[src/rtl/core/tkis_pkg.sv]
// tkis_pkg: shared types, widths and helpers for the two-key record insertion sorter
// depends on nothing; imported by every module of the block
package tkis_pkg;

  localparam int CAPACITY_DEF = 16;

  localparam int SAL_W  = 20;
  localparam int CAT_W  = 2;
  localparam int TAG_W  = 8;
  localparam int REC_W  = SAL_W + CAT_W + TAG_W;
  localparam int KEY_W  = SAL_W + CAT_W;
  localparam int DATA_W = ((REC_W + 7) / 8) * 8;

  // one stored record
  typedef struct packed {
    logic [SAL_W-1:0] salary;
    logic [CAT_W-1:0] category;
    logic [TAG_W-1:0] tag;
  } rec_t;

  // sort key: salary first, then category
  function automatic logic [KEY_W-1:0] rec_key(input rec_t r);
    rec_key = {r.salary, r.category};
  endfunction

endpackage

[src/rtl/core/tkis_store.sv]
// tkis_store: single-port-write, single-port-read record memory with a registered read port
// depends on tkis_pkg for the record type
module tkis_store #(
  parameter int DEPTH = tkis_pkg::CAPACITY_DEF,
  parameter int AW    = (DEPTH > 1) ? $clog2(DEPTH) : 1
) (
  input  logic          clk,
  input  logic          rd_en,
  input  logic [AW-1:0] rd_addr,
  output tkis_pkg::rec_t rd_data,
  input  logic          wr_en,
  input  logic [AW-1:0] wr_addr,
  input  tkis_pkg::rec_t wr_data
);
  import tkis_pkg::*;

  rec_t mem [DEPTH];

  // write port
  always_ff @(posedge clk) begin
    if (wr_en) begin
      mem[wr_addr] <= wr_data;
    end
  end

  // registered read port
  always_ff @(posedge clk) begin
    if (rd_en) begin
      rd_data <= mem[rd_addr];
    end
  end

endmodule

[src/rtl/core/tkis_ctrl.sv]
// tkis_ctrl: insertion sequencer and output unloader around the record memory
// depends on tkis_pkg; drives the ports of tkis_store
module tkis_ctrl #(
  parameter int CAPACITY = tkis_pkg::CAPACITY_DEF,
  parameter int AW       = (CAPACITY > 1) ? $clog2(CAPACITY) : 1,
  parameter int CW       = $clog2(CAPACITY + 1)
) (
  input  logic           clk,
  input  logic           rst,
  // input transactions
  input  logic           in_valid,
  output logic           in_ready,
  input  tkis_pkg::rec_t in_rec,
  input  logic           in_last,
  // output transactions
  output logic           out_valid,
  input  logic           out_ready,
  output tkis_pkg::rec_t out_rec,
  output logic           out_last,
  output logic           out_ovf,
  // memory port
  output logic           rd_en,
  output logic [AW-1:0]  rd_addr,
  input  tkis_pkg::rec_t rd_data,
  output logic           wr_en,
  output logic [AW-1:0]  wr_addr,
  output tkis_pkg::rec_t wr_data
);
  import tkis_pkg::*;

  typedef enum logic [2:0] {
    IDLE, SHIFT, PLACE, OUT_RD, OUT_LD
  } state_t;

  state_t        state;
  rec_t          rec;
  logic          last;
  logic [CW-1:0] count;
  logic [CW-1:0] pos;
  logic [CW-1:0] idx;
  logic          dropped;

  logic          in_acc;
  logic          full;
  logic          greater;
  logic          slot_free;
  logic          is_end;
  logic [CW-1:0] cnt_m1;
  logic [CW-1:0] pos_m1;
  logic [CW-1:0] pos_m2;

  assign in_ready  = (state == IDLE);
  assign in_acc    = in_valid && in_ready;
  assign full      = (count >= CW'(CAPACITY));
  assign greater   = (rec_key(rd_data) > rec_key(rec));
  assign slot_free = !out_valid || out_ready;
  assign cnt_m1    = count - CW'(1);
  assign pos_m1    = pos - CW'(1);
  assign pos_m2    = pos - CW'(2);
  assign is_end    = (idx == cnt_m1);

  // memory accesses for each step
  always_comb begin
    rd_en   = 1'b0;
    rd_addr = '0;
    wr_en   = 1'b0;
    wr_addr = '0;
    wr_data = rec;
    unique case (state)
      IDLE: begin
        if (in_acc && !full) begin
          if (count == '0) begin
            wr_en   = 1'b1;
            wr_data = in_rec;
          end else begin
            rd_en   = 1'b1;
            rd_addr = cnt_m1[AW-1:0];
          end
        end
      end
      SHIFT: begin
        wr_en   = 1'b1;
        wr_addr = pos[AW-1:0];
        if (greater) begin
          wr_data = rd_data;
          if (pos > CW'(1)) begin
            rd_en   = 1'b1;
            rd_addr = pos_m2[AW-1:0];
          end
        end
      end
      PLACE: begin
        wr_en = 1'b1;
      end
      OUT_RD: begin
        if (slot_free) begin
          rd_en   = 1'b1;
          rd_addr = idx[AW-1:0];
        end
      end
      OUT_LD: begin
      end
      default: begin
      end
    endcase
  end

  // sequencer state and output register
  always_ff @(posedge clk) begin
    if (rst) begin
      state     <= IDLE;
      count     <= '0;
      pos       <= '0;
      idx       <= '0;
      dropped   <= 1'b0;
      last      <= 1'b0;
      out_valid <= 1'b0;
    end else begin
      if (out_valid && out_ready) begin
        out_valid <= 1'b0;
      end
      unique case (state)
        IDLE: begin
          if (in_acc) begin
            rec  <= in_rec;
            last <= in_last;
            if (full) begin
              dropped <= 1'b1;
              state   <= in_last ? OUT_RD : IDLE;
            end else if (count == '0) begin
              count <= CW'(1);
              state <= in_last ? OUT_RD : IDLE;
            end else begin
              pos   <= count;
              state <= SHIFT;
            end
          end
        end
        SHIFT: begin
          if (greater) begin
            pos   <= pos_m1;
            state <= (pos == CW'(1)) ? PLACE : SHIFT;
          end else begin
            count <= count + CW'(1);
            state <= last ? OUT_RD : IDLE;
          end
        end
        PLACE: begin
          count <= count + CW'(1);
          state <= last ? OUT_RD : IDLE;
        end
        OUT_RD: begin
          if (slot_free) begin
            state <= OUT_LD;
          end
        end
        OUT_LD: begin
          out_rec   <= rd_data;
          out_last  <= is_end;
          out_ovf   <= dropped;
          out_valid <= 1'b1;
          if (is_end) begin
            count   <= '0;
            dropped <= 1'b0;
            idx     <= '0;
            state   <= IDLE;
          end else begin
            idx   <= idx + CW'(1);
            state <= OUT_RD;
          end
        end
        default: begin
          state <= IDLE;
        end
      endcase
    end
  end

endmodule

[src/rtl/core/two_key_record_insertion_sorter_top.sv]
// two_key_record_insertion_sorter_top: top level of the two-key record insertion sorter
// depends on tkis_pkg, tkis_store and tkis_ctrl
//
// Usage:
//   The slave channel (s_*) takes one record per transaction: salary, category
//   and tag in s_tdata, and s_tlast marking the final record of a set. Records
//   are kept in ascending (salary, category) order in a memory; equal keys keep
//   their arrival order. Up to CAPACITY records are held, further ones are
//   dropped and remembered.
//   Inserting a record into an empty store writes it directly; otherwise the
//   record is compared from the end of the store downwards, and each step shifts
//   one entry with a greater key up through the single read and write port.
//   After the record carrying s_tlast, the master channel (m_*) delivers every
//   stored record in order, each by a memory read followed by an output
//   register load; m_tlast marks the final one and m_tuser flags a set that
//   lost records. The store is then empty and s_tready rises again while the
//   final result may still wait in the output register.
//   If the receiver stalls, the output register holds its transaction and the
//   unloader waits. Reset empties the store and clears the drop flag at once;
//   memory contents are not cleared.
module two_key_record_insertion_sorter_top #(
  parameter int CAPACITY = tkis_pkg::CAPACITY_DEF
) (
  input  logic                        clk,
  input  logic                        rst,
  input  logic                        s_tvalid,
  output logic                        s_tready,
  input  logic [tkis_pkg::DATA_W-1:0] s_tdata,  // salary, category, record_tag, zero pad
  input  logic                        s_tlast,  // last_record
  output logic                        m_tvalid,
  input  logic                        m_tready,
  output logic [tkis_pkg::DATA_W-1:0] m_tdata,  // out_salary, out_category, out_tag, zero pad
  output logic                        m_tlast,  // end_of_set
  output logic                        m_tuser   // overflowed
);
  import tkis_pkg::*;

  localparam int AW = (CAPACITY > 1) ? $clog2(CAPACITY) : 1;
  localparam int CW = $clog2(CAPACITY + 1);

  rec_t          in_rec;
  rec_t          out_rec;
  rec_t          rd_data;
  rec_t          wr_data;
  logic          rd_en;
  logic          wr_en;
  logic [AW-1:0] rd_addr;
  logic [AW-1:0] wr_addr;

  // unpack the incoming record, first field in the lowest bits
  assign in_rec.salary   = s_tdata[SAL_W-1:0];
  assign in_rec.category = s_tdata[SAL_W+CAT_W-1:SAL_W];
  assign in_rec.tag      = s_tdata[REC_W-1:SAL_W+CAT_W];

  // pack the outgoing record the same way
  assign m_tdata = DATA_W'({out_rec.tag, out_rec.category, out_rec.salary});

  tkis_ctrl #(
    .CAPACITY(CAPACITY),
    .AW      (AW),
    .CW      (CW)
  ) u_ctrl (
    .clk      (clk),
    .rst      (rst),
    .in_valid (s_tvalid),
    .in_ready (s_tready),
    .in_rec   (in_rec),
    .in_last  (s_tlast),
    .out_valid(m_tvalid),
    .out_ready(m_tready),
    .out_rec  (out_rec),
    .out_last (m_tlast),
    .out_ovf  (m_tuser),
    .rd_en    (rd_en),
    .rd_addr  (rd_addr),
    .rd_data  (rd_data),
    .wr_en    (wr_en),
    .wr_addr  (wr_addr),
    .wr_data  (wr_data)
  );

  tkis_store #(
    .DEPTH(CAPACITY),
    .AW   (AW)
  ) u_store (
    .clk    (clk),
    .rd_en  (rd_en),
    .rd_addr(rd_addr),
    .rd_data(rd_data),
    .wr_en  (wr_en),
    .wr_addr(wr_addr),
    .wr_data(wr_data)
  );

endmodule

[config.mk]
export PLATFORM = sky130hd
export DESIGN_NAME = two_key_record_insertion_sorter_top
export DESIGN_NICKNAME = d
export VERILOG_FILES = /design/src/rtl/core/tkis_pkg.sv /design/src/rtl/core/tkis_store.sv /design/src/rtl/core/tkis_ctrl.sv /design/src/rtl/core/two_key_record_insertion_sorter_top.sv
export SDC_FILE = /design/constraint.sdc
export NUM_CORES = 1
export LEC_CHECK = 0
export BUFFER_PORTS_ARGS = -buffer_cell sky130_fd_sc_hd__buf_2
export CAP_MARGIN = 20
export CELL_PAD_IN_SITES_DETAIL_PLACEMENT = 1
export CELL_PAD_IN_SITES_GLOBAL_PLACEMENT = 1
export CORE_MARGIN = 1.5
export CORE_UTILIZATION = 47
export CTS_BUF_LIST = sky130_fd_sc_hd__clkbuf_16
export CTS_CLUSTER_DIAMETER = 120
export DETAILED_ROUTE_END_ITERATION = 10
export GPL_TIMING_DRIVEN = 0
export PLACE_DENSITY_LB_ADDON = 0.1
export REMOVE_ABC_BUFFERS = 1
export SLEW_MARGIN = 0
export SYNTH_ARGS = -nofsm -noshare
export SYNTH_HDL_FRONTEND = slang
export SYNTH_SLANG_ARGS = --single-unit
[constraint.sdc]
create_clock -name clk -period 5.5 [get_ports clk]
set_input_delay 1.1 -clock clk [delete_from_list [all_inputs] [get_ports clk]]
set_output_delay 1.1 -clock clk [all_outputs]
set_load 0.01 [all_outputs]
==> metrics.md <==
| Metric | Value |
|---|---|
| Status | complete, no violations |
| CTS tree | done |
| Critical Path AT | about 5400 ps |
| Number of flops mapped to enable cells by yosys | between 500 and 600 |
| Post-DRT Antenna Nets | 0 |
| Core box area | between 0.05 and 0.06 mm^2 |
| Initial DRC Count | approximately 1,700 |
| Dominant synthesized flop cell | edfxtp_1 |
| Setup Skew | between 20 and 30 ps |
| CP Launch Type | flop |
| Total track usage | approximately 29% |
| Clock Path Buffers | 3 |
| Worst skew pair latency | approximately 600 ps |
| Die Span X | 230 um |
| Total grt overflow | 0 |
| Syn Area/Cell | ~15 um^2 |
| Initial Util | 47.4% |
| Vias in the first global route | about 16,000 |
| Sequential fraction of the synthesis area | 72.5% |
| Fillcell total | between 4,000 and 5,000 |
| # DRC | 0 |
| Die span in y | roughly 230 um |
| Post-CTS Resized | 0 |
| Antenna violations before repair | 0 |
| Die ar. | 0.0530 mm^2 |
| R2r startpoint | u_store.rd_data[25]$_DFFE_PP_ |
| Largest area contributor in the netlist | edfxtp_1 |
| Top-count cell post-synth | edfxtp_1 |
| Worst min path class | reg2reg |
| Post-CTS Setup Repair Bufs | 0 |
| RSZ-0062 raised after global routing | no |
| Final worst slack | 553 ps |
| Final Max Tran Viols | 0 |
| Total power | ~16 mW |
| H-tree depth | 3 |
| Hold-fix buffers, CTS | 0 |
| # clock sinks | ~590 |
| Min Tclk post-route | a little under 5000 ps |
| Distinct cells, synth | 58 |
| Per-cell routed wire length | 30.6 um |
| Maximum VDD drop | between 0.3 and 0.4 mV |
| Setup TNS | 0 ps |
| Crit Path Max Fanout | 37 |
| First-pass GRT wire length | about 110,000 um |
| Critical Path RT | a little under 6000 ps |
| WHS Endpoint | u_ctrl.out_ovf$_DFFE_PP_ |
| Ys async rst share | 0% |
| # rows | 83 |
| YS warnings | 0 |
| Final WL | around 75,000 um |
| Max-slew headroom | around 29% |
| Routability cong. | about 0.78 |
| Top post-synthesis cells by area | edfxtp_1 71%, a221oi_1 7.9%, nor2_1 2.2%, a21oi_1 2.0%, dfxtp_1 1.7% |
| Top cells by instance count after synthesis | 572 x edfxtp_1, 220 x a221oi_1, 139 x nor2_1 |
| Hold path start | u_ctrl.dropped$_SDFFE_PP0P_ |
| Maxcap violations | 0 |
| I/O Buffers | 68 |
| CTS root buf | clkbuf_16 |
| Syn-to-layout area delta | 17.3% |
| P_leak | around 9.4 nW |
| R2r worst-path depth | 15 |
| Hold depth | 0 |
| Routed via count | between 15,000 and 20,000 |
| Fmax | about 200 MHz |
| Nets | 1,791 |
| Largest net degree at the start of global routing | between 60 and 70 |
| Post-Synthesis Cell Area | around 0.024 mm^2 |
| Area of the multi-input gates | approximately 0.0061 mm^2 |
| WS Path Type | reg2reg |
| Cells after Synth | 1,652 |
| R2R Path End | u_store.rd_data[29]$_DFFE_PP_ |
| Synth Register Bits | between 500 and 600 |
| Setup WS pre-CTS | around 640 ps |
| Actual slew at the worst max-slew pin | ~1100 ps |
| Hpwl dp | about 45,000 um |
| Final period util | 90.0% |
| Reg clk slew, reported paths | roughly 60 ps |
| PwrDens | 575 mW/mm^2 |
| Min Hold Slack | approximately 440 ps |
| CTS buffer count | 66 |
| Register area | around 0.018 mm^2 |
| Count of final setup violators | 0 |
| Worst Setup End Kind | flop |
| IO Pins | 73 |
| R2R Setup Slk | approximately 550 ps |
| Vias per cell | roughly 6.5 |
| Share of cells above drive strength 1 | approximately 16% |
| Drt pass-1 iters | 5 |
| Synth top area share | between 70% and 80% |
| Final Hold Vio Count | 0 |
-- per-stage QoR --
stage	utilization, %	instance area (um^2)	std cells
final	55.6	28500	2453
after global routing	55.6	28500	2452
after CTS	55.6	28500	2452
after detailed placement	51.4	26300	2337
after global placement	48.5	24800	2269
after floorplan	-	23600	1521
-- area by class of cell --
class	count	area share, %
Clock inverter	44	1.39
Inverter	31	0.409
Timing Repair Buffer	136	5.70
Tap cell	680	2.99
Sequential cell	593	61.8
Antenna cell	1	0.00879
Clock buffer	71	6.24
Multi-Input combinational cell	897	21.4
-- flip-flops by register name (all words and copies together), names as in the netlist, 3 cells and up --
name and count:
u_ctrl.pos 5, u_ctrl.rec 30, u_store.mem 480, u_store.rd_data 30, u_ctrl.idx 5, u_ctrl.out_rec 30, u_ctrl.state 3, u_ctrl.count 5
-- worst max path at each step --
stage,endpoint,from,slack [ps]
final,u_store.rd_data[29]$_DFFE_PP_,u_store.rd_data[25]$_DFFE_PP_,550
after global routing,u_store.rd_data[29]$_DFFE_PP_,u_store.rd_data[25]$_DFFE_PP_,350
after CTS,u_store.rd_data[29]$_DFFE_PP_,u_store.rd_data[25]$_DFFE_PP_,600
after detailed placement,u_store.rd_data[29]$_DFFE_PP_,s_tvalid,640
after global placement,u_store.rd_data[10]$_DFFE_PP_,u_ctrl.state[2]$_SDFFE_PP0P_,-7450
after floorplan,u_store.rd_data[10]$_DFFE_PP_,s_tvalid,-2210
-- cell usage in the layout (no fill, tap or decap), drive strengths merged, types with 5 or more instances in the layout --
master	netlist	layout
edfxtp	572	572
a221oi	240	240
nor2	143	143
buf	69	136
o21ai	122	122
a21oi	99	99
nand2	94	94
clkbuf	63	71
inv	31	47
o31ai	32	32
ha	29	29
a221o	28	28
dfxtp	21	21
clkinv	0	20
nand4	10	10
xor2	10	10
nor3	10	10
bufinv	0	8
a21o	7	7
nand3	6	6
nand2b	6	6
nor2b	6	6
a22oi	5	5
xnor2	5	5
and2	5	5
-- per-layer routing --
layer  up-vias  routed length [um]  track usage (%)
li1       6857                   -                -
met1      8386               32300             39.6
met2       636               36000             46.5
met3       138                4520             4.30
met4         0                2190             10.2
met5         -                   0                0
-- critical path: stages, from the launching register on --
cell and delay, ps:
edfxtp_1 430, ha_1 370, nand4_1 340, and4bb_2 440, nand4_1 380, nor3b_1 340, nor2_4 680, buf_16 260
buf_12 230, buf_12 250, buf_12 230, buf_12 210, a221oi_1 110, o21ai_0 230, o31ai_1 110, nor2_1 120
-- where the power goes --
group / leakage, nW / internal [mW] / total, mW / switching (mW)
combinational: 2.91 / 1.71 / 5.40 / 3.69
clock: 1.13 / 2.69 / 4.48 / 1.79
sequential: 5.36 / 6.22 / 6.49 / 0.276
-- logic make-up (layout without fill, tap and decap cells) --
family | after synthesis | in the layout | share of synthesized area [%]
AO/OA/AOI/OAI | 554 | 554 | 17.0
XOR/XNOR | 15 | 15 | 0.541
adder cells (fa/ha/maj) | 29 | 29 | 1.50
buffers and inverters | 163 | 282 | 3.12
flip-flops | 593 | 593 | 72.5
multiplexers | 1 | 1 | 0.0413
other | 1 | 3 | 0.0155
AND/OR/NAND/NOR | 296 | 296 | 5.28
(Power assumes the default switching activity.)
